<file path="src/hw/rtl/dbf_pkg.sv">
// shared types and constants for the 3x3 depth box filter
// no dependencies; compiled before every other file of the block

package dbf_pkg;

    typedef logic [15:0] sample_t;
    typedef logic [8:0]  coord_t;
    typedef logic [9:0]  cfg_data_t;

    // kind of input beat
    typedef enum logic
    {
        ACT_PIXEL = 1'b0,
        ACT_FLUSH = 1'b1
    } action_t;

    // configuration register indexes
    typedef enum logic
    {
        REG_FRAME_WIDTH  = 1'b0,
        REG_FRAME_HEIGHT = 1'b1
    } cfg_reg_t;

    // position and end-of-frame mark that travel with a result
    typedef struct packed
    {
        coord_t col;
        coord_t row;
        logic   done;
    } pos_tag_t;

    typedef struct packed
    {
        sample_t  value;
        pos_tag_t tag;
    } result_t;

    localparam int MIN_DIM          = 2;
    localparam int RST_FRAME_WIDTH  = 320;
    localparam int RST_FRAME_HEIGHT = 240;

    // column sum of three samples, sum of two columns, sum of nine samples
    localparam int COLSUM_W = 18;
    localparam int PAIR_W   = 19;
    localparam int SUM_W    = 20;

    // floor(x / 9) = (x * 466034) >> 22, exact for x < 2**21
    localparam int               MULT_W     = 19;
    localparam int               PROD_W     = SUM_W + MULT_W;
    localparam logic [MULT_W-1:0] DIV9_MULT = 19'd466034;
    localparam int               DIV9_SHIFT = 22;

    // result queue
    localparam int FIFO_DEPTH = 8;
    localparam int FIFO_AW    = 3;
    localparam int OCC_W      = 4;

endpackage

</file>
<file path="src/hw/rtl/dbf_out_fifo.sv">
// small result queue between the filter pipeline and the output channel
// depends on dbf_pkg for the result type and depth

module dbf_out_fifo (
    input  logic                       clk,
    input  logic                       rst_n,
    input  logic                       wr_en,
    input  dbf_pkg::result_t           wr_data,
    input  logic                       rd_en,
    output dbf_pkg::result_t           rd_data,
    output logic [dbf_pkg::OCC_W-1:0]  count
);

    dbf_pkg::result_t                entry_reg [dbf_pkg::FIFO_DEPTH];
    logic [dbf_pkg::FIFO_AW-1:0]     wr_ptr_reg;
    logic [dbf_pkg::FIFO_AW-1:0]     rd_ptr_reg;
    logic [dbf_pkg::OCC_W-1:0]       count_reg;

    always_ff @(posedge clk)
    begin
        if (wr_en)
        begin
            entry_reg[wr_ptr_reg] <= wr_data;
        end
    end

    always_ff @(posedge clk or negedge rst_n)
    begin
        if (!rst_n)
        begin
            wr_ptr_reg <= '0;
            rd_ptr_reg <= '0;
            count_reg  <= '0;
        end
        else
        begin
            if (wr_en)
            begin
                wr_ptr_reg <= wr_ptr_reg + dbf_pkg::FIFO_AW'(1);
            end
            if (rd_en)
            begin
                rd_ptr_reg <= rd_ptr_reg + dbf_pkg::FIFO_AW'(1);
            end
            if (wr_en && !rd_en)
            begin
                count_reg <= count_reg + dbf_pkg::OCC_W'(1);
            end
            else if (rd_en && !wr_en)
            begin
                count_reg <= count_reg - dbf_pkg::OCC_W'(1);
            end
        end
    end

    assign rd_data = entry_reg[rd_ptr_reg];
    assign count   = count_reg;

endmodule

</file>
<file path="config.mk">
export PLATFORM = sky130hd
export DESIGN_NAME = dbf_out_fifo
export DESIGN_NICKNAME = d
export VERILOG_FILES = /design/src/hw/rtl/dbf_pkg.sv /design/src/hw/rtl/dbf_out_fifo.sv
export SDC_FILE = /design/constraint.sdc
export NUM_CORES = 1
export LEC_CHECK = 0
export BUFFER_PORTS_ARGS = -buffer_cell sky130_fd_sc_hd__buf_4
export CORE_ASPECT_RATIO = 0.75
export CORE_MARGIN = 3
export CORE_UTILIZATION = 58
export DETAILED_ROUTE_END_ITERATION = 16
export PLACE_DENSITY = 0.86
export SETUP_SLACK_MARGIN = 0.1
export SYNTH_ARGS = -nofsm -noshare
export SYNTH_HDL_FRONTEND = slang
export SYNTH_SLANG_ARGS = --single-unit
</file>
<file path="constraint.sdc">
create_clock -name clk -period 4 [get_ports clk]
set_clock_uncertainty 0.15 [all_clocks]
set_input_delay 0.8 -clock clk [delete_from_list [all_inputs] [get_ports clk]]
set_output_delay 0.8 -clock clk [all_outputs]
set_load 0.02 [all_outputs]
</file>
==> results.cfg, run 1 <==
[finish]
largest_reg_flops = 280
drive_above_1_share = 0.295
fin_cells = 826
ff_latch_area_um2 = 8660
num-fill-cells = 1083
multi_input_area_um2 = 2630
final_common_cell = edfxtp_1
syn2layout_area_growth_pct = 15.7
diodes = 0
final_cell_area_um2 = 13200
layout_common_cells = 280 x edfxtp_1, 86 x buf_4, 70 x mux4_1, 38 x mux2_2, 27 x clkbuf_16
nets = 606

[placed_design]
gp_congestion = 0.725
placedInstanceArea_um2 = 12300
io_buffers = 77
hpwlAfterDp_um = 11100
dp.cells = 779

[floorplanning]
die_area_um2 = 21300
row_count = 43
die_h_um = 127
start_util = 0.604
io_pins = 78
die_w_um = 168
coreArea_um2 = 18800

[route]
routed_via_density = 6.13
vias = 5063
drc = 0
first_iter_violations = 348
routed_wirelength_um = 20400
first_pass_iters = 4
ant_nets = 0
drt-wirelength-per-cell_um = 24.7

[global_route]
grt_pass1_vias = 5263
grt_antenna_before_repair = 0
grtUsageTotal = 0.192
grt_pass1_wl_um = 30800
grt_overflow_total = 0
grt_max_degree = 73

[synthesis]
mappedNetlistNets = 508
avgSynthCellArea_um2 = 24.6
ys_ff_latch = 290
ys_warn_count = 0
synthesis.area_um2 = 11400
ys_seq_area_frac = 0.762
synthCells = 463
synth_cell_types = 26

[min_path]
holdPathStages = 1
min_from = wr_data[10]
hold_class = input port to flip-flop
min_to = entry_reg[2][10]$_DFFE_PP_

[timing]
min_period_ns = 3.55
finalSetupViolCount = 0
rsz0062_at_grt = no
period_share = 0.889
tightestPinTransition_ns = 0.629
clock.fmax_ghz = 0.281
relSlewSlack = 0.581
hold_viol_final = 0
fin_setup_tns_ns = 0
drv_slew = 0

[cts]
ctsResizeCount = 0
cts.sinks = 290
root_buffer = clkbuf_16
clock_path_buffers = 3
clock_latency_ns = 0.51
cts_buffers = 26
cts.clk_slew.worst_paths_ns = 0.06
htree_levels = 1
cts_tree = yes

[power]
ir_drop_mv = 0.380
leakage_nw = 4.51
p_per_area_nw_per_um2 = 723

[worst_setup_path]
worstPathRequired_ns = 3.05
cp_max_fo = 22
r2r_start = wr_ptr_reg[1]$_DFFE_PN0P_
regToRegSetupSlack_ns = 1.77
worstReg2RegEnd = entry_reg[5][26]$_DFFE_PP_
endpoint_kind = primary output
crit_type = flip-flop to primary output
critPathArrivalTime_ns = 2.60
cp-start-kind = flip-flop
rr_worst_depth = 3

[job]
cap_viol_max_count = 0

[outcome]
status = finished clean
[worst max-delay path: stages, from the launching register on]
cell and delay (ns):
dfrtp_4 0.66, buf_4 0.36, mux4_1 0.59, mux2_2 0.30, buf_4 0.17
[routing by layer]
layer / vias to the layer above / GRT usage / share of wire
met4: 0 / 0.0577 / 0.027
met2: 171 / 0.317 / 0.50
li1: 2237 / - / -
met1: 2616 / 0.267 / 0.41
met3: 39 / 0.0414 / 0.064
met5: - / 0 / 0
[repair_timing]
item | 4_1_cts | 5_1_grt
setup endpoints to repair | 0 | 0
endpoints found under the hold margin | 10 | 0
hold buffers | 1 | 0
setup buffers | 0 | 0
[cells by family (layout without fill, tap and decap cells)]
logic type / Yosys count / after routing / share of synthesized area
AOI/OAI and AO/OA: 6 / 6 / 0.00363
adders and majority gates: 6 / 6 / 0.00726
DFF: 290 / 290 / 0.762
xor gates and xnor gates: 6 / 6 / 0.00462
and+or+nand+nor: 23 / 23 / 0.00968
muxes: 109 / 109 / 0.200
buffers and inverters: 23 / 139 / 0.0130
[synth_stat cells, drive strengths merged]
cell type | count | share of area
edfxtp | 280 | 0.74
mux4 | 70 | 0.16
mux2 | 38 | 0.038
clkbuf | 11 | 0.0036
buf | 10 | 0.0087
dfrtp | 10 | 0.022
nand2 | 6 | 0.0020
nor2 | 6 | 0.0020
ha | 5 | 0.0055
xnor2 | 4 | 0.0031
nand2b | 3 | 0.0017
nor3 | 3 | 0.0013
a21oi | 2 | 0.00088
inv | 2 | 0.00066
nand3 | 2 | 0.00088
o211ai | 2 | 0.0013
xor2 | 2 | 0.0015
a2111o | 1 | 0.00099
fa | 1 | 0.0018
mux2i | 1 | 0.00088
nand3b | 1 | 0.00066
o21ai | 1 | 0.00044
or3 | 1 | 0.00055
or4 | 1 | 0.00066
[layout make-up]
cell class	count	share of cell area
flip-flops and latches	290	0.659
multi-input cells	150	0.200
repair buffers	91	0.0559
clock buffers	34	0.0533
well taps	247	0.0235
clock inverters	12	0.00818
inverters	2	0.000571
[per-stage QoR]
stage                     power, mW  worst slack, ns  hold slack, ns   util
after floorplan                6.14             1.02           0.354      -
after global placement         7.14            0.999           0.371  0.655
after detailed placement       7.25            0.973           0.383  0.655
after CTS                      9.61            0.421           0.342  0.699
after global routing           9.91            0.335           0.340  0.699
final                          9.51            0.446           0.353  0.699
[report_power, final]
group	leakage [nW]	switching (mW)	internal (mW)
clock network	0.388	0.994	1.36
logic	1.47	1.57	1.51
registers	2.66	0.245	3.83
total	4.51	2.81	6.70
[worst max path at each step]
stage / from / endpoint / slack, ns / depth (start not counted)
after CTS: rd_ptr_reg[0]$_DFFE_PN0P_ / rd_data[24] / 0.42 / 4
after floorplan: wr_en / entry_reg[1][0]$_DFFE_PP_ / 1.02 / 2
after detailed placement: rd_ptr_reg[0]$_DFFE_PN0P_ / rd_data[20] / 0.97 / 4
after global routing: rd_ptr_reg[0]$_DFFE_PN0P_ / rd_data[28] / 0.33 / 4
after global placement: rd_ptr_reg[0]$_DFFE_PN0P_ / rd_data[20] / 1.0 / 4
final: rd_ptr_reg[0]$_DFFE_PN0P_ / rd_data[24] / 0.45 / 4
No activity file was read; power rests on OpenSTA's default activity.
==> run 2: changes to the inputs <==
--- a/config.mk
+++ b/config.mk
@@ -7,7 +7,7 @@
 export LEC_CHECK = 0
 export BUFFER_PORTS_ARGS = -buffer_cell sky130_fd_sc_hd__buf_4
 export CORE_ASPECT_RATIO = 0.75
-export CORE_MARGIN = 3
+export CORE_MARGIN = 2
 export CORE_UTILIZATION = 58
 export DETAILED_ROUTE_END_ITERATION = 16
 export PLACE_DENSITY = 0.86
==> results.cfg, run 2 (synthesized netlist as in run 1, its figures left out) <==
[outcome]
status = finished clean

[min_path]
hold_class = input port to flip-flop
holdPathStages = 1

[route]
first_pass_iters = 5
first_iter_violations = 409
routed_via_density = 6.06
vias = 5086
routed_wirelength_um = 21100
ant_nets = 0
drt-wirelength-per-cell_um = 25.1
drc = 0

[floorplanning]
coreArea_um2 = 19300
row_count = 44
die_area_um2 = 20800
die_w_um = 166
io_pins = 78
die_h_um = 125
start_util = 0.590

[global_route]
grt_antenna_before_repair = 0
grt_pass1_vias = 5398
grt_pass1_wl_um = 32400
grtUsageTotal = 0.207
grt_overflow_total = 0
grt_max_degree = 73

[cts]
cts_buffers = 27
cts.sinks = 290
clock_path_buffers = 3
cts_tree = yes
clock_latency_ns = 0.53
cts.clk_slew.worst_paths_ns = 0.07
root_buffer = clkbuf_16
htree_levels = 1

[placed_design]
hpwlAfterDp_um = 11700
io_buffers = 77
dp.cells = 788
placedInstanceArea_um2 = 12400
gp_congestion = 0.675

[finish]
syn2layout_area_growth_pct = 16.6
largest_reg_flops = 280
fin_cells = 839
final_cell_area_um2 = 13300
drive_above_1_share = 0.309
final_common_cell = edfxtp_1
layout_common_cells = 280 x edfxtp_1, 90 x buf_4, 70 x mux4_1, 38 x mux2_2, 27 x clkbuf_16
nets = 610
diodes = 0

[power]
power_mw = 9.76
leakage_nw = 4.57
ir_drop_mv = 0.561
p_per_area_nw_per_um2 = 736

[timing]
finalSetupViolCount = 0
fin_setup_tns_ns = 0
relSlewSlack = 0.426
period_share = 0.909
timing.hold.ws_ns = 0.344
clock.fmax_ghz = 0.275
min_period_ns = 3.63
hold_viol_final = 0
tightestPinTransition_ns = 0.860
rsz0062_at_grt = no
drv_slew = 0

[worst_setup_path]
worstPathRequired_ns = 3.05
cp_max_fo = 27
cp-start-kind = flip-flop
crit_type = flip-flop to primary output
critPathArrivalTime_ns = 2.68
rr_worst_depth = 3
endpoint_kind = primary output

[job]
cap_viol_max_count = 0
[run 2: changes by cell type in the layout (fill, tap and decap cells not counted)]
cell       delta
buf_12        -1
buf_4         +4
clkinv_2      +4
bufinv_16     +2
inv_6         +1
clkinv_1      -1
clkbuf_1      -2
[run 2: worst paths after layout]
path	startpoint	slack, ns	end
min in group asynchronous	rst_n	0.48	count[2]$_DFFE_PN0P_
setup reg to reg	wr_ptr_reg[1]$_DFFE_PN0P_	1.63	entry_reg[4][26]$_DFFE_PP_
setup / recovery	rd_ptr_reg[0]$_DFFE_PN0P_	0.37	rd_data[1]
max in group asynchronous	rst_n	3.03	rd_ptr_reg[0]$_DFFE_PN0P_
hold / removal	wr_data[28]	0.34	entry_reg[1][28]$_DFFE_PP_
hold reg to reg	wr_ptr_reg[1]$_DFFE_PN0P_	0.42	wr_ptr_reg[1]$_DFFE_PN0P_
[run 2: per-stage QoR]
stage | worst slack (ns) | util
after CTS | 0.346 | 0.688
final | 0.365 | 0.688
after detailed placement | 0.902 | 0.641
after floorplan | 1.02 | -
after global placement | 0.945 | 0.641
after global routing | 0.295 | 0.688
[run 2: metal layers]
| metal | track usage | part of all wire |
|---|---|---|
| met1 | 0.289 | 0.40 |
| met2 | 0.344 | 0.50 |
| met3 | 0.0475 | 0.077 |
| met4 | 0.0476 | 0.018 |
| met5 | 0 | 0 |
[run 2: layout make-up]
cell class / count / area [µm²]
clock buffers: 32 / 694
fillers: 1143 / 6020
clock inverters: 18 / 193
well taps: 253 / 317
inverters: 2 / 7.51
repair buffers: 94 / 746
multi-input cells: 150 / 2630
flip-flops and latches: 290 / 8660
[run 2: timing repair]
item                                   CTS  global route
hold buffers                             1             0
endpoints found under the hold margin   10             0
resized for setup                        0             0
setup buffers                            0             0
[run 2: worst max-delay path: stages (launching register included)]
cell and delay (ns):
dfrtp_4 0.73, buf_4 0.34, mux4_1 0.63, mux2_2 0.30
buf_4 0.16
[run 2: where the power goes]
part	internal (mW)	switching [mW]	leakage, nW
combinational	1.52	1.61	1.48
sequential	3.83	0.247	2.66
clock	1.50	1.05	0.433
total	6.84	2.91	4.57
